`config.mk`:
```
export PLATFORM = sky130hd
export DESIGN_NAME = permutation_unrank
export DESIGN_NICKNAME = d
export VERILOG_FILES = /design/src/pul_pkg.sv /design/src/permutation_unrank.sv /design/src/pul_fifo.sv /design/src/pul_front.sv /design/src/pul_back.sv
export SDC_FILE = /design/constraint.sdc
export NUM_CORES = 1
export LEC_CHECK = 0
export BUFFER_PORTS_ARGS = -buffer_cell sky130_fd_sc_hd__buf_2
export CORE_ASPECT_RATIO = 0.6
export CORE_MARGIN = 1.5
export CORE_UTILIZATION = 35
export CTS_CLUSTER_DIAMETER = 50
export DETAILED_ROUTE_END_ITERATION = 7
export SYNTH_ARGS = -nofsm -noshare
export SYNTH_HDL_FRONTEND = slang
export SYNTH_SLANG_ARGS = --single-unit
export TNS_END_PERCENT = 100
```
`constraint.sdc`:
```
create_clock -name i_clk -period 5.4 [get_ports i_clk]
set_input_delay 1.08 -clock i_clk [delete_from_list [all_inputs] [get_ports i_clk]]
set_output_delay 1.08 -clock i_clk [all_outputs]
set_load 0.005 [all_outputs]
```
`src/pul_pkg.sv`:
```
// ----------------------------------------------------------------------------
// pul_pkg: shared types and constants for the permutation unrank block
// Widths, the factorial table, the job record and the back-end states.
// ----------------------------------------------------------------------------
package pul_pkg;

    localparam int MAX_LEN   = 9;
    localparam int OUT_ELEMS = 9;
    localparam int RANK_W    = 19;
    localparam int FACT_W    = 29;   // holds 12!
    localparam int CFG_W     = 4;
    localparam int ELEM_W    = 4;
    localparam int LEN_W     = $clog2(MAX_LEN + 1);
    localparam int CNT_W     = LEN_W;
    localparam int ARR_N     = (MAX_LEN > OUT_ELEMS) ? MAX_LEN : OUT_ELEMS;
    localparam int POS_W     = $clog2(ARR_N);
    localparam int Q_DEPTH   = 2;
    localparam int Q_AW      = $clog2(Q_DEPTH);

    typedef logic [ELEM_W-1:0] t_elem;

    typedef struct packed {
        logic [RANK_W-1:0] rest;   // rank minus one
        logic [LEN_W-1:0]  len;    // effective length
        logic              err;    // bad rank
    } t_job;

    typedef enum logic [1:0] {
        BK_IDLE,
        BK_DIGIT,
        BK_DONE
    } t_back_state;

    function automatic logic [FACT_W-1:0] fact(input logic [LEN_W-1:0] k);
        logic [FACT_W-1:0] f;
        case (k)
            0:       f = FACT_W'(1);
            1:       f = FACT_W'(1);
            2:       f = FACT_W'(2);
            3:       f = FACT_W'(6);
            4:       f = FACT_W'(24);
            5:       f = FACT_W'(120);
            6:       f = FACT_W'(720);
            7:       f = FACT_W'(5040);
            8:       f = FACT_W'(40320);
            9:       f = FACT_W'(362880);
            10:      f = FACT_W'(3628800);
            11:      f = FACT_W'(39916800);
            12:      f = FACT_W'(479001600);
            default: f = '0;
        endcase
        return f;
    endfunction

    // zero reads as one, oversize saturates
    function automatic logic [LEN_W-1:0] eff_len(input logic [CFG_W-1:0] cfg);
        logic [LEN_W-1:0] n;
        if (cfg == '0) begin
            n = LEN_W'(1);
        end else if (int'(cfg) > MAX_LEN) begin
            n = LEN_W'(MAX_LEN);
        end else begin
            n = LEN_W'(cfg);
        end
        return n;
    endfunction

endpackage

```
`src/permutation_unrank.sv`:
```
// ----------------------------------------------------------------------------
// permutation_unrank: rank to permutation (inverse Cantor expansion)
// Turns a one-based lexicographic rank into the permutation of 1..n.
// ----------------------------------------------------------------------------
//
//  channel   handshake                   payload
//  -------   -------------------------   --------------------------------
//  input     push / full                 i_rank (19b)
//  result    pop / empty                 o_elem_1..o_elem_9, o_rank_error
//  config    i_cfg_valid / o_cfg_ready   i_cfg_data -> perm_length (4b)
//
//  Steps: the back end does each factorial subtraction as its own step and
//  then one pick step per position, in a shared compare-subtract loop; a
//  bad rank goes straight from idle to the done state.
//  Reset (synchronous, active low) empties the queue and result register and
//  sets perm_length to 9. The front keeps taking ranks into a two-entry queue
//  while the back works; full rises only when that queue is full. A result
//  waiting for pop stalls only the final transfer into the result register.
//
module permutation_unrank (
    input  logic                        i_clk,
    input  logic                        i_rst_n,
    // rank input
    input  logic                        push,
    output logic                        full,
    input  logic [pul_pkg::RANK_W-1:0]  i_rank,
    // result output
    output logic                        empty,
    input  logic                        pop,
    output logic [pul_pkg::ELEM_W-1:0]  o_elem_1,
    output logic [pul_pkg::ELEM_W-1:0]  o_elem_2,
    output logic [pul_pkg::ELEM_W-1:0]  o_elem_3,
    output logic [pul_pkg::ELEM_W-1:0]  o_elem_4,
    output logic [pul_pkg::ELEM_W-1:0]  o_elem_5,
    output logic [pul_pkg::ELEM_W-1:0]  o_elem_6,
    output logic [pul_pkg::ELEM_W-1:0]  o_elem_7,
    output logic [pul_pkg::ELEM_W-1:0]  o_elem_8,
    output logic [pul_pkg::ELEM_W-1:0]  o_elem_9,
    output logic                        o_rank_error,
    // perm_length write
    input  logic                        i_cfg_valid,
    output logic                        o_cfg_ready,
    input  logic [pul_pkg::CFG_W-1:0]   i_cfg_data
);

    logic [pul_pkg::CFG_W-1:0] r_perm_length;
    logic                      q_full;
    logic                      q_push;
    logic                      q_empty;
    logic                      q_pop;
    pul_pkg::t_job             front_job;
    pul_pkg::t_job             back_job;
    pul_pkg::t_elem            elems [pul_pkg::OUT_ELEMS];

    // config is always accepted; software must write it only while idle, the block does not enforce this
    assign o_cfg_ready = 1'b1;

    always_ff @(posedge i_clk) begin
        if (!i_rst_n) begin
            r_perm_length <= pul_pkg::CFG_W'(9);
        end else if (i_cfg_valid && o_cfg_ready) begin
            r_perm_length <= i_cfg_data;
        end
    end

    // front: range check and rank - 1
    pul_front u_front (
        .i_push        (push),
        .i_rank        (i_rank),
        .i_perm_length (r_perm_length),
        .i_q_full      (q_full),
        .o_full        (full),
        .o_q_push      (q_push),
        .o_job         (front_job)
    );

    // decoupling queue
    pul_fifo u_fifo (
        .i_clk   (i_clk),
        .i_rst_n (i_rst_n),
        .i_push  (q_push),
        .i_data  (front_job),
        .o_full  (q_full),
        .i_pop   (q_pop),
        .o_data  (back_job),
        .o_empty (q_empty)
    );

    // back: factorial-base digits and value selection
    pul_back u_back (
        .i_clk        (i_clk),
        .i_rst_n      (i_rst_n),
        .i_job        (back_job),
        .i_q_empty    (q_empty),
        .o_q_pop      (q_pop),
        .o_elems      (elems),
        .o_rank_error (o_rank_error),
        .o_empty      (empty),
        .i_pop        (pop)
    );

    assign o_elem_1 = elems[0];
    assign o_elem_2 = elems[1];
    assign o_elem_3 = elems[2];
    assign o_elem_4 = elems[3];
    assign o_elem_5 = elems[4];
    assign o_elem_6 = elems[5];
    assign o_elem_7 = elems[6];
    assign o_elem_8 = elems[7];
    assign o_elem_9 = elems[8];

endmodule

```
`src/pul_fifo.sv`:
```
// ----------------------------------------------------------------------------
// pul_fifo: job queue between front and back
// Small register queue of classified jobs.
// ----------------------------------------------------------------------------
module pul_fifo (
    input  logic          i_clk,
    input  logic          i_rst_n,
    input  logic          i_push,
    input  pul_pkg::t_job i_data,
    output logic          o_full,
    input  logic          i_pop,
    output pul_pkg::t_job o_data,
    output logic          o_empty
);

    pul_pkg::t_job                 r_mem [pul_pkg::Q_DEPTH];
    logic [pul_pkg::Q_AW-1:0]      r_wr_ptr;
    logic [pul_pkg::Q_AW-1:0]      r_rd_ptr;
    logic [pul_pkg::Q_AW:0]        r_count;
    logic                          do_push;
    logic                          do_pop;

    assign o_full  = (int'(r_count) == pul_pkg::Q_DEPTH);
    assign o_empty = (r_count == '0);
    assign do_push = i_push && !o_full;
    assign do_pop  = i_pop && !o_empty;
    assign o_data  = r_mem[r_rd_ptr];

    always_ff @(posedge i_clk) begin
        if (do_push) begin
            r_mem[r_wr_ptr] <= i_data;
        end
    end

    always_ff @(posedge i_clk) begin
        if (!i_rst_n) begin
            r_wr_ptr <= '0;
            r_rd_ptr <= '0;
            r_count  <= '0;
        end else begin
            if (do_push) begin
                r_wr_ptr <= (int'(r_wr_ptr) == pul_pkg::Q_DEPTH - 1) ? '0 : r_wr_ptr + 1'b1;
            end
            if (do_pop) begin
                r_rd_ptr <= (int'(r_rd_ptr) == pul_pkg::Q_DEPTH - 1) ? '0 : r_rd_ptr + 1'b1;
            end
            if (do_push && !do_pop) begin
                r_count <= r_count + 1'b1;
            end else if (do_pop && !do_push) begin
                r_count <= r_count - 1'b1;
            end
        end
    end

endmodule

```
`src/pul_front.sv`:
```
// ----------------------------------------------------------------------------
// pul_front: rank intake and classification
// Checks the rank against n!, forms rank minus one and queues the job.
// ----------------------------------------------------------------------------
module pul_front (
    input  logic                        i_push,
    input  logic [pul_pkg::RANK_W-1:0]  i_rank,
    input  logic [pul_pkg::CFG_W-1:0]   i_perm_length,
    input  logic                        i_q_full,
    output logic                        o_full,
    output logic                        o_q_push,
    output pul_pkg::t_job               o_job
);

    logic [pul_pkg::LEN_W-1:0] len;
    logic                      bad;

    assign len = pul_pkg::eff_len(i_perm_length);
    assign bad = (i_rank == '0) ||
                 (pul_pkg::FACT_W'(i_rank) > pul_pkg::fact(len));

    assign o_full    = i_q_full;
    assign o_q_push  = i_push && !i_q_full;
    assign o_job.rest = i_rank - pul_pkg::RANK_W'(1);
    assign o_job.len  = len;
    assign o_job.err  = bad;

endmodule

```
`src/pul_back.sv`:
```
// ----------------------------------------------------------------------------
// pul_back: digit extraction and element selection
// Per position, subtracts the factorial until the remainder drops below it,
// then picks the digit-th smallest unused value. Holds one finished result.
// ----------------------------------------------------------------------------
module pul_back (
    input  logic                  i_clk,
    input  logic                  i_rst_n,
    input  pul_pkg::t_job         i_job,
    input  logic                  i_q_empty,
    output logic                  o_q_pop,
    output pul_pkg::t_elem        o_elems [pul_pkg::OUT_ELEMS],
    output logic                  o_rank_error,
    output logic                  o_empty,
    input  logic                  i_pop
);

    pul_pkg::t_back_state         r_state;
    pul_pkg::t_back_state         n_state;
    logic [pul_pkg::RANK_W-1:0]   r_rest;
    logic [pul_pkg::RANK_W-1:0]   n_rest;
    logic [pul_pkg::LEN_W-1:0]    r_n;
    logic [pul_pkg::POS_W-1:0]    r_pos;
    logic [pul_pkg::POS_W-1:0]    n_pos;
    logic [pul_pkg::CNT_W-1:0]    r_digit;
    logic [pul_pkg::CNT_W-1:0]    n_digit;
    logic [pul_pkg::MAX_LEN-1:0]  r_used;
    logic [pul_pkg::MAX_LEN-1:0]  n_used;
    logic                         r_err;
    pul_pkg::t_elem               r_elems [pul_pkg::ARR_N];
    pul_pkg::t_elem               r_out_elems [pul_pkg::OUT_ELEMS];
    logic                         r_out_err;
    logic                         r_out_valid;

    logic [pul_pkg::FACT_W-1:0]   f;
    logic                         ge;
    logic                         last_pos;
    pul_pkg::t_elem               sel_val;
    logic [pul_pkg::MAX_LEN-1:0]  sel_bit;
    logic                         load_job;
    logic                         step_sub;
    logic                         step_pick;
    logic                         load_out;
    logic                         out_free;

    assign f        = pul_pkg::fact(pul_pkg::LEN_W'(int'(r_n) - 1 - int'(r_pos)));
    assign ge       = {{(pul_pkg::FACT_W - pul_pkg::RANK_W){1'b0}}, r_rest} >= f;
    assign last_pos = (int'(r_pos) == int'(r_n) - 1);
    assign out_free = !r_out_valid || i_pop;

    // digit-th smallest unused value among 1..n
    always_comb begin
        logic [pul_pkg::CNT_W-1:0] cnt;
        logic                      found;
        cnt     = '0;
        found   = 1'b0;
        sel_val = '0;
        sel_bit = '0;
        for (int v = 0; v < pul_pkg::MAX_LEN; v++) begin
            if (v < int'(r_n) && !r_used[v]) begin
                if (!found && cnt == r_digit) begin
                    sel_val    = pul_pkg::ELEM_W'(v + 1);
                    sel_bit[v] = 1'b1;
                    found      = 1'b1;
                end
                cnt = cnt + 1'b1;
            end
        end
    end

    // next state
    always_comb begin
        n_state = r_state;
        case (r_state)
            pul_pkg::BK_IDLE: begin
                if (!i_q_empty) begin
                    n_state = i_job.err ? pul_pkg::BK_DONE : pul_pkg::BK_DIGIT;
                end
            end
            pul_pkg::BK_DIGIT: begin
                if (!ge && last_pos) begin
                    n_state = pul_pkg::BK_DONE;
                end
            end
            pul_pkg::BK_DONE: begin
                if (out_free) begin
                    n_state = pul_pkg::BK_IDLE;
                end
            end
            default: n_state = pul_pkg::BK_IDLE;
        endcase
    end

    // outputs of the sequencer
    always_comb begin
        load_job  = 1'b0;
        step_sub  = 1'b0;
        step_pick = 1'b0;
        load_out  = 1'b0;
        case (r_state)
            pul_pkg::BK_IDLE:  load_job  = !i_q_empty;
            pul_pkg::BK_DIGIT: begin
                step_sub  = ge;
                step_pick = !ge;
            end
            pul_pkg::BK_DONE:  load_out  = out_free;
            default: ;
        endcase
    end

    assign o_q_pop = load_job;

    always_comb begin
        n_rest  = r_rest;
        n_pos   = r_pos;
        n_digit = r_digit;
        n_used  = r_used;
        if (load_job) begin
            n_rest  = i_job.rest;
            n_pos   = '0;
            n_digit = '0;
            n_used  = '0;
        end else if (step_sub) begin
            n_rest  = r_rest - f[pul_pkg::RANK_W-1:0];
            n_digit = r_digit + 1'b1;
        end else if (step_pick) begin
            n_pos   = r_pos + 1'b1;
            n_digit = '0;
            n_used  = r_used | sel_bit;
        end
    end

    always_ff @(posedge i_clk) begin
        r_rest  <= n_rest;
        r_pos   <= n_pos;
        r_digit <= n_digit;
        r_used  <= n_used;
        if (load_job) begin
            r_n   <= i_job.len;
            r_err <= i_job.err;
            for (int k = 0; k < pul_pkg::ARR_N; k++) begin
                r_elems[k] <= '0;
            end
        end else if (step_pick) begin
            r_elems[r_pos] <= sel_val;
        end
        if (load_out) begin
            for (int k = 0; k < pul_pkg::OUT_ELEMS; k++) begin
                r_out_elems[k] <= r_elems[k];
            end
            r_out_err <= r_err;
        end
    end

    always_ff @(posedge i_clk) begin
        if (!i_rst_n) begin
            r_state     <= pul_pkg::BK_IDLE;
            r_out_valid <= 1'b0;
        end else begin
            r_state <= n_state;
            if (load_out) begin
                r_out_valid <= 1'b1;
            end else if (i_pop) begin
                r_out_valid <= 1'b0;
            end
        end
    end

    assign o_elems      = r_out_elems;
    assign o_rank_error = r_out_err;
    assign o_empty      = !r_out_valid;

    a_pos_in_range: assert property (@(posedge i_clk) disable iff (!i_rst_n)
        r_state == pul_pkg::BK_DIGIT |-> int'(r_pos) < int'(r_n))
        else $error("position past length");

    a_digit_bound: assert property (@(posedge i_clk) disable iff (!i_rst_n)
        r_state == pul_pkg::BK_DIGIT |->
            int'(r_digit) <= int'(r_n) - 1 - int'(r_pos))
        else $error("digit exceeds unused count");

    a_all_used: assert property (@(posedge i_clk) disable iff (!i_rst_n)
        (r_state == pul_pkg::BK_DONE && !r_err) |-> $countones(r_used) == int'(r_n))
        else $error("finished permutation does not use every value");

    a_pick_found: assert property (@(posedge i_clk) disable iff (!i_rst_n)
        step_pick |-> $onehot(sel_bit))
        else $error("no unused value for digit");

endmodule
```
Word-level counts from Yosys, hierarchy flattened

Memory sizes are Yosys's and may differ from the RTL's. A register that Yosys moved wholly into a read port is not among the register bits.
Index checks and enable logic that the tools add are counted.

Bits in writable memories: 84
Memory bits (read-only): 896
Register bits after elaboration: 53
Output and inout port bits: 40
Memories kept: 4

Multiplexer cells: 91
Reduce and logical (&&, ||, !) cells: 60
Equality and inequality tests: 15
Add/sub/neg operators: 17
Bitwise operators: 2
$lt $le $gt $ge: 12

Memories:

| memory           | depth | width | read ports | clocked after memory_dff | wr ports | line           | source |
|---|---|---|---|---|---|---|---|
| (name not given) | 16    | 28    | 1          | 0                        | 0        | pul_pkg.sv:36  | `case (k)` |
| (name not given) | 16    | 28    | 1          | 0                        | 0        | pul_pkg.sv:36  |  |
| u_fifo.r_mem     | 2     | 24    | 1          | 1                        | 1        | pul_fifo.sv:16 | `pul_pkg::t_job r_mem [pul_pkg::Q_DEPTH];` |
| u_back.r_elems   | 9     | 4     | 9          | 9                        | 9        | pul_back.sv:30 | `pul_pkg::t_elem r_elems [pul_pkg::ARR_N];` |

Operators by type and width:

| kind                                                       | number |
|---|---|
| two-way mux 4 bit                                          | 29 |
| two-way mux 1 bit                                          | 53 |
| two-way mux 19 bit                                         | 2 |
| adder 4 x 1 -> 4 bit (second input constant)               | 8 |
| greater-or-equal comparator 19 x 29 -> 1 bit               | 1 |
| greater-than comparator 19 x 29 -> 1 bit                   | 1 |
| equality test 4 bit                                        | 7 |
| logical AND 1 bit                                          | 23 |
| zero test 1 bit                                            | 23 |
| zero test 19 bit                                           | 1 |
| subtractor 19 x 1 -> 19 bit (second input constant)        | 1 |
| subtractor 19 bit                                          | 1 |
| less-than comparator 3 x 4 -> 1 bit (first input constant) | 4 |
| two-way mux 2 bit                                          | 6 |
| bitwise OR 9 bit                                           | 1 |
| zero test 4 bit                                            | 2 |
| less-than comparator 1 x 4 -> 1 bit (first input constant) | 2 |
| less-than comparator 2 x 4 -> 1 bit (first input constant) | 2 |
| nonzero test 2 bit                                         | 4 |
| one-hot mux 2 bit (3 select lines)                         | 1 |
| equality test 5 bit                                        | 1 |
| subtractor 4 x 1 -> 5 bit (second input constant)          | 1 |
| equality test 1 x 4 -> 1 bit                               | 1 |
| equality test 2 bit (second input constant)                | 2 |
| 16 further kinds                                           | 20 |

Logic depth before layout (Yosys ltp)

Gate-level depths: netlist of the first run.

Depth after elaboration: 36
Depth in mapped cells: 29

Hierarchy

A second synthesis of the first run with hierarchy kept.

Cell total of the unflattened synthesis: 859
Area total of the unflattened synthesis: 9,685.5 µm²

By module, submodules not included:

| module             | cells each | instances | area each (µm²) |
|---|---|---|---|
| pul_back           | 619        | 1         | 6,683.9 |
| pul_fifo           | 100        | 1         | 1,960.6 |
| pul_front          | 125        | 1         | 884.6 |
| permutation_unrank | 15         | 1         | 156.4 |

Worst setup path after synthesis of the first run

Ideal clock, no wire load.

Kind: register to register
Start point: reg u_back.r_n[0] (netlist bit)
End point: reg u_back.r_rest[0] (netlist bit) (enable)
Setup slack: -0.459 ns
Data required time: 4.979 ns
Arrival: 5.437 ns
Cell stages (with the launch flop): 19
Cell sequence: edfxtp_1 -> inv_1 -> ha_1 -> inv_1 -> ha_1 -> nor2b_1 -> o21a_1 -> o21ai_0 -> nand2_1 -> nor2_1 -> a21boi_0 -> ha_1 -> nand4_1 -> nor3_1 -> o31a_1 -> o31ai_1 -> a2111oi_0 -> nor2_1 -> o21ai_0

Word-level cells in the longest chain between the ends: 6

Ends and longest elaborated chain:

| what                                         | line            | source |
|---|---|---|
| from (decl)                                  | pul_back.sv:22  | `logic [pul_pkg::LEN_W-1:0] r_n;` |
| from (signal assigned)                       | pul_back.sv:139 | `r_n <= i_job.len;` |
| subtractor 4 x 1 -> 5 bit                    | n/a             |  |
| subtractor 4 bit                             | pul_back.sv:46  | `assign f = pul_pkg::fact(pul_pkg::LEN_W'(int'(r_n) - 1 - int'(r_pos)));` |
| memory read (16 x 28 bit)                    | n/a             |  |
| greater-or-equal comparator 19 x 29 -> 1 bit | pul_back.sv:47  | `assign ge = {{(pul_pkg::FACT_W - pul_pkg::RANK_W){1'b0}}, r_rest} >= f;` |
| two-way mux 1 bit                            | pul_back.sv:100 | `case (r_state)` |
| nonzero test 2 bit (no line)                 | n/a             |  |
| to (signal assigned)                         | pul_back.sv:134 | `r_rest <= n_rest;` |
| to (decl)                                    | pul_back.sv:20  | `logic [pul_pkg::RANK_W-1:0] r_rest;` |

No other way between the ends.
A chain may end at the register's enable or synchronous reset.

==> impl_summary.txt, run 1 <==
----------------------------------------------------
[CTS]
  Root Driver ... sky130_fd_sc_hd__clkbuf_16
  Clk sink count ... 174
  Number of buffers inserted during clock tree synthesis ... 17
  Maximum root-to-sink buffer count ... 2
  Later-pin clock latency in the skew report ... 0.45 ns
  CTS tree ... built
  Clock transition at path regs ... 0.07 ns
  CTS H-tree lvls ... 4

[Detailed routing]
  Via density per instance ... 5.12
  Count of vias placed by the detailed router ... 7217
  TritonRoute pass-1 iters ... 5
  Post-detailed-route wirelength per cell ... 16.6 um
  DR DRC count ... 0
  Antenna violation net count after detailed routing ... 0
  Detailed Route Iter0 Violations ... 640
  Drt total wl ... 23.3 mm

[Floorplan]
  Standard-cell rows ... 47
  Top-level I/O count ... 68
  Core Footprint ... 27800 um2
  Starting density of the core ... 35.9%
  Floorplan die width ... 221 um
  Die area ... 29600 um2
  Die height ... 134 um

[Run status]
  Run status ... finished clean

[Synthesis]
  Register area share after synthesis ... 49.4%
  Combined area of all synthesized cells ... 10000 um2
  Top cell type by total area after synthesis ... sky130_fd_sc_hd__edfxtp_1
  Largest cells by area after synthesis ... sky130_fd_sc_hd__edfxtp_1 (44%), sky130_fd_sc_hd__ha_1 (8.6%), sky130_fd_sc_hd__dfxtp_1 (5.8%)
  Number of distinct library cells after synthesis ... 77
  Post-synth top area share ... 43.6%
  Number of enable flip-flop cells after synthesis ... 145
  Fraction of registers with async set/reset ... 0%
  Mean instance size in the synthesized netlist ... 10.9 um2
  Post-synthesis instance total ... 920
  Post-synthesis register bit count ... 174
  Count of yosys warnings during synthesis ... 0
  Most frequently used flop master after synthesis ... sky130_fd_sc_hd__edfxtp_1

[Placement]
  Pre-CTS setup slack ... -0.283 ns
  Port-buffer cells ... 66
  Final HPWL DP ... 17.0 mm
  Final estimated routing congestion in global placement ... 0.859

[Global route]
  Number of global-route vias before repair ... 6566
  Wire length of the first global-routing pass ... 36.2 mm
  M2 GR Usage ... 19.7%
  Highest-utilization routing layer at the global route stage ... met1
  Initial antenna violation count ... 0
  Global routing met1 resource utilization ... 25.9%
  Met3 Use GR ... 4.14%
  Total grt overflow ... 0
  Largest net degree at the start of global routing ... 38
  Global Route Usage Sum ... 15.8%

[Job]
  Count of maximum capacitance violations ... 0

[Cells and area]
  Ant. Diodes ... 0
  Number of nets in the final layout ... 1130
  Fillers ... 2635
  Layout overhead on the synthesized area ... 19.2%
  Layout cells sized above 1 ... 21.8%
  Final core utilization ... 42.9%

[Timing]
  Fin. max-slew vios ... 0
  Worst relative slew slack ... 25.7%
  Share of the cycle needed by the critical path after routing ... 96.8%
  Min Clock Period, post-route ... 5.23 ns
  Final Setup Violations ... 0
  Achievable Freq ... 0.191 GHz
  Max Clock Skew ... 0.0145 ns
  Hold Fails Final Rpt ... 0
  Least setup slack across all paths after layout ... 0.172 ns
  Worst-margin pin slew ... 1.11 ns

[Setup path]
  CP max FO ... 5
  CP endpoint kind ... flop
  Type of the setup path with the least slack ... flop to flop
  Kind of start point of the critical path ... flop
  Worst Reg-to-Reg Cells ... 26
  Critical path data required time ... 5.59 ns
  Data arrival time of the critical path ... 5.42 ns

[Min path]
  Number of cells traversed by the worst hold path ... 0
  Kind of path behind the tightest hold check ... flop to flop

----------------------------------------------------
-- metrics by stage --
stage,hold WS [ns],cells,setup TNS [ns],cell area (um2)
detailed placement,0.405,1367,-4.53,11000
global route,0.429,1410,-0.554,11900
floorplan,0.400,921,0,10000
finish,0.420,1410,0,11900
CTS,0.421,1403,0,11700
global placement,0.403,1367,-3.90,11000
-- critical path: stages (launching register included) --
cell and delay, ns:
sky130_fd_sc_hd__edfxtp_1 0.42, sky130_fd_sc_hd__nor2_2 0.32, sky130_fd_sc_hd__a21oi_4 0.12, sky130_fd_sc_hd__inv_1 0.12, sky130_fd_sc_hd__ha_4 0.15, sky130_fd_sc_hd__or3b_4 0.40, sky130_fd_sc_hd__nand2_4 0.11, sky130_fd_sc_hd__inv_2 0.05
sky130_fd_sc_hd__ha_4 0.23, sky130_fd_sc_hd__buf_4 0.15, sky130_fd_sc_hd__and2_1 0.16, sky130_fd_sc_hd__a311oi_2 0.32, sky130_fd_sc_hd__nor2_4 0.09, sky130_fd_sc_hd__ha_4 0.29, sky130_fd_sc_hd__nand2_2 0.06, sky130_fd_sc_hd__o31ai_4 0.10
sky130_fd_sc_hd__ha_1 0.27, sky130_fd_sc_hd__mux2i_1 0.20, sky130_fd_sc_hd__inv_1 0.09, sky130_fd_sc_hd__ha_2 0.18, sky130_fd_sc_hd__nand2_2 0.07, sky130_fd_sc_hd__xnor2_2 0.06, sky130_fd_sc_hd__xnor2_1 0.19, sky130_fd_sc_hd__xnor2_1 0.08
sky130_fd_sc_hd__and4b_2 0.29, sky130_fd_sc_hd__a31o_2 0.30, sky130_fd_sc_hd__nor2b_1 0.14
-- final timing paths --
kind                            slack [ns]                                  to                                from
worst min register to register        0.42               o_elem_7[1]$_DFFE_PP_  u_back.r_elems[6][1]$_SDFFCE_PN0P_
worst max register to register        0.17  u_back.r_elems[4][0]$_SDFFCE_PN0P_             u_back.r_n[3]$_DFFE_PP_
worst min-delay path                  0.42               o_elem_7[1]$_DFFE_PP_  u_back.r_elems[6][1]$_SDFFCE_PN0P_
worst max-delay path                  0.17  u_back.r_elems[4][0]$_SDFFCE_PN0P_             u_back.r_n[3]$_DFFE_PP_
-- cell families (layout without fill, tap and decap cells) --
group,Yosys count,count (layout),share of synthesized area (%)
buffers and inverters,71,192,2.89
adder cells (fa/ha/maj),71,71,9.04
multiplexers,27,27,2.80
AO/OA/AOI/OAI,181,182,12.2
flip-flops,174,174,49.4
other,1,2,0.0375
XOR/XNOR,70,70,7.10
AND/OR/NAND/NOR,325,325,16.6
-- per-layer routing --
layer / wire, um / part of all wire, %
met1: 12800 / 55
met2: 8690 / 37
met3: 1660 / 7.1
met4: 181 / 0.78
met5: 0 / 0
-- final cells by class --
type | count | area [um2] | share of cell area [%]
tap | 367 | 459 | 3.85
sequential | 174 | 4930 | 41.4
clock buffer | 17 | 425 | 3.57
clock inverter | 14 | 135 | 1.13
timing repair buffer | 116 | 768 | 6.45
multi-input combinational | 677 | 5030 | 42.2
inverter | 45 | 169 | 1.42
-- registers in the layout, summed over array words and instances, names as in the netlist, 9 cells and up, named ones only --
name            cells
u_back.r_elems     36
u_back.r_rest      19
u_back.r_used       9
u_fifo.r_mem       48
-- cells in the final DEF, fill, tap and decap left out, types with 14 or more instances in the layout --
cell                        synthesis  final
sky130_fd_sc_hd__edfxtp_1         145    145
sky130_fd_sc_hd__ha_1              69     61
sky130_fd_sc_hd__a21oi_1           53     49
sky130_fd_sc_hd__nor2b_1           20     19
sky130_fd_sc_hd__nand3_1           20     20
sky130_fd_sc_hd__nor3_1            29     25
sky130_fd_sc_hd__mux2i_1           19     19
sky130_fd_sc_hd__clkbuf_16          0     17
sky130_fd_sc_hd__buf_2              3     66
sky130_fd_sc_hd__nand2_1           74     70
sky130_fd_sc_hd__o21ai_0           36     30
sky130_fd_sc_hd__dfxtp_1           29     29
sky130_fd_sc_hd__nand2b_1          15     15
sky130_fd_sc_hd__xnor2_1           48     46
sky130_fd_sc_hd__a21o_1            14     14
sky130_fd_sc_hd__inv_1             45     41
sky130_fd_sc_hd__buf_4              1     45
sky130_fd_sc_hd__nor2_1            93     88
-- Yosys cell counts (all sizes together) (10+ instances only) --
library cell / count
a21o: 14
a21oi: 55
and2: 10
clkbuf: 20
dfxtp: 29
edfxtp: 145
ha: 69
inv: 45
mux2i: 19
nand2: 74
nand2b: 15
nand3: 20
nand4: 10
nor2: 93
nor2b: 20
nor3: 30
o21a: 12
o21ai: 38
or3: 13
xnor2: 51
xor2: 15
-- repair_timing --
item	CTS	global route
gates resized for setup	14	40
buffers inserted	5	6
endpoints found under the setup margin	39	82
hold buffers	0	0
pin swaps	7	12
cloned	0	1
Power of run 1 is left out: the tool's default activity adds up to more than one toggle a clock period on the data nets, which glitch-free logic cannot reach.
==> run 2, diff against run 1 <==
--- a/config.mk
+++ b/config.mk
@@ -5,12 +5,14 @@
 export SDC_FILE = /design/constraint.sdc
 export NUM_CORES = 1
 export LEC_CHECK = 0
+export ABC_CLOCK_PERIOD_IN_PS = 5400
 export BUFFER_PORTS_ARGS = -buffer_cell sky130_fd_sc_hd__buf_2
 export CORE_ASPECT_RATIO = 0.6
 export CORE_MARGIN = 1.5
 export CORE_UTILIZATION = 35
 export CTS_CLUSTER_DIAMETER = 50
 export DETAILED_ROUTE_END_ITERATION = 7
+export RECOVER_POWER = 50
 export SYNTH_ARGS = -nofsm -noshare
 export SYNTH_HDL_FRONTEND = slang
 export SYNTH_SLANG_ARGS = --single-unit
==> impl_summary.txt, run 2 (same netlist as run 1, synthesis figures left out) <==
----------------------------------------------------
[Cells and area]
  Area occupied by multi-input gates ... 5020 um2 (-0.20%)
  Fillers ... 2650 (+0.57%)
  Top Registers ... u_fifo.r_mem x48, u_back.r_elems x36, u_back.r_rest x19
  Number of nets in the final layout ... 1130 (unchanged)
  Register with the most flip-flops ... u_fifo.r_mem
  Commonest cells after routing, fill and taps aside ... sky130_fd_sc_hd__edfxtp_1 (145), sky130_fd_sc_hd__nor2_1 (89), sky130_fd_sc_hd__nand2_1 (70)
  Layout overhead on the synthesized area ... 18.8%
  Sequential cell area ... 4930 um2 (unchanged)
  Layout cells sized above 1 ... 19.0% (-2.8 points)
  Most common library cell in the layout ignoring fill and taps ... sky130_fd_sc_hd__edfxtp_1
  Max reg flops ... 48 (unchanged)
  Ant. Diodes ... 0 (unchanged)

[Global route]
  Total grt overflow ... 0 (unchanged)
  Initial antenna violation count ... 0 (unchanged)
  Global Route Usage Sum ... 15.8% (unchanged)
  Wire length of the first global-routing pass ... 36.2 mm (unchanged)
  Largest net degree at the start of global routing ... 38 (unchanged)
  Number of global-route vias before repair ... 6566 (unchanged)

[Timing]
  Hold Fails Final Rpt ... 0 (unchanged)
  Worst-margin pin slew ... 3.33 ns (+2.22 ns)
  Share of the cycle needed by the critical path after routing ... 96.8% (about the same)
  Final Setup Violations ... 0 (unchanged)
  Fin. max-slew vios ... 96 (+96)
  TNS Setup ... 0 ns (unchanged)
  Min Clock Period, post-route ... 5.23 ns (-0.00181 ns)
  Max Clock Skew ... 0.0148 ns (+0.000345 ns)
  Worst relative slew slack ... -123% (-150 points)
  Achievable Freq ... 0.191 GHz (about the same)

[Floorplan]
  Top-level I/O count ... 68 (unchanged)
  Die area ... 29600 um2 (unchanged)
  Die height ... 134 um (unchanged)
  Floorplan die width ... 221 um (unchanged)
  Standard-cell rows ... 47 (unchanged)
  Starting density of the core ... 35.9% (unchanged)
  Core Footprint ... 27800 um2 (unchanged)

[Detailed routing]
  DR DRC count ... 0 (unchanged)
  Post-detailed-route wirelength per cell ... 16.6 um (+0.36%)
  Count of vias placed by the detailed router ... 7180 (-0.51%)
  Antenna violation net count after detailed routing ... 0 (unchanged)
  Drt total wl ... 23.4 mm (+0.36%)
  TritonRoute pass-1 iters ... 8 (+3)
  Via density per instance ... 5.09 (-0.51%)
  Detailed Route Iter0 Violations ... 672 (+5.0%)

[CTS]
  Later-pin clock latency in the skew report ... 0.45 ns (about the same)
  Maximum root-to-sink buffer count ... 2 (unchanged)
  Root Driver ... sky130_fd_sc_hd__clkbuf_16
  Clock transition at path regs ... 0.07 ns (about the same)
  Number of buffers inserted by hold repair at cts ... 0 (unchanged)
  Clk sink count ... 174 (unchanged)
  CTS tree ... built
  CTS H-tree lvls ... 4 (unchanged)
  Number of buffers inserted during clock tree synthesis ... 17 (unchanged)

[Run status]
  Failing checks ... capacitance limit, slew limit
  Run status ... finished, violations left

[Placement]
  Port-buffer cells ... 66 (unchanged)
  Final HPWL DP ... 17.0 mm (unchanged)
  Final estimated routing congestion in global placement ... 0.859 (unchanged)

[Setup path]
  Worst path buffer plus inverter count ... 4 (unchanged)
  Data arrival time of the critical path ... 5.42 ns (about the same)
  Kind of start point of the critical path ... flop
  CP endpoint kind ... flop
  Crit path max-delay family ... simple AND/OR/NAND/NOR gates
  Critical-path cell with the highest stage delay ... sky130_fd_sc_hd__edfxtp_1
  Critical path data required time ... 5.59 ns (about the same)
  Worst Reg-to-Reg Cells ... 26 (unchanged)
  Levels on crit path ... 26 (unchanged)
  Top cell by count, worst path ... sky130_fd_sc_hd__ha_4
  CP max FO ... 5 (unchanged)
  Type of the setup path with the least slack ... flop to flop
  Stage delay of the slowest cell on the critical path ... 0.42 ns (about the same)

[Job]
  Count of maximum capacitance violations ... 3 (+3)

[Min path]
  Kind of path behind the tightest hold check ... flop to flop
  Number of cells traversed by the worst hold path ... 0 (unchanged)

----------------------------------------------------
[run 2: cell count changes in the layout (fill, tap and decap cells not counted)]
cell / change
sky130_fd_sc_hd__clkbuf_1: +23
sky130_fd_sc_hd__buf_2: -19
sky130_fd_sc_hd__buf_4: -4
sky130_fd_sc_hd__mux2_1: +4
sky130_fd_sc_hd__mux2_2: -4
sky130_fd_sc_hd__and2_0: +2
sky130_fd_sc_hd__and2_1: -2
sky130_fd_sc_hd__nor2_1: +1
sky130_fd_sc_hd__nor2_2: -1
sky130_fd_sc_hd__nor2b_1: +1
sky130_fd_sc_hd__nor2b_4: -1
[run 2: path summary, 6_finish.rpt]
path	start	to	slack, ns
hold reg to reg	u_back.r_elems[6][1]$_SDFFCE_PN0P_	o_elem_7[1]$_DFFE_PP_	0.42
setup reg to reg	u_back.r_n[3]$_DFFE_PP_	u_back.r_elems[1][0]$_SDFFCE_PN0P_	0.17
setup / recovery	u_back.r_n[3]$_DFFE_PP_	u_back.r_elems[1][0]$_SDFFCE_PN0P_	0.17
hold / removal	u_back.r_elems[6][1]$_SDFFCE_PN0P_	o_elem_7[1]$_DFFE_PP_	0.42
[run 2: layout make-up]
cell class	instances	share of cell area, %
tap	367	3.87
inverter	45	1.42
sequential	174	41.6
timing repair buffer	116	6.15
clock buffer	17	3.58
multi-input combinational	677	42.3
clock inverter	14	1.14
[run 2: what timing repair did]
item / 4_1_cts / 5_1_grt
endpoints found under the hold margin: 0 / 0
pin swaps: 7 / 12
setup endpoints to repair: 39 / 82
setup buffers: 5 / 6
cloned: 0 / 1
gates resized for setup: 14 / 40
[run 2: layer usage]
layer,routed length [um],track usage [%],up-vias
li1,-,-,3556
met3,1610,4.14,13
met5,0,0,-
met4,162,3.33,0
met2,8650,19.7,247
met1,13000,25.9,3364
[run 2: stage by stage]
stage | area [um2] | utilization [%] | setup WS [ns] | cells | hold slack (ns)
final | 11900 | 42.7 | 0.173 | 1410 | 0.419
after CTS | 11700 | 42.0 | 0.000305 | 1403 | 0.421
after global placement | 11000 | 39.6 | -0.252 | 1367 | 0.403
after floorplan | 10000 | - | 0.0000528 | 921 | 0.400
after global routing | 11900 | 42.7 | -0.0439 | 1410 | 0.429
after detailed placement | 11000 | 39.6 | -0.283 | 1367 | 0.405
Power of run 2 is left out for the same reason.
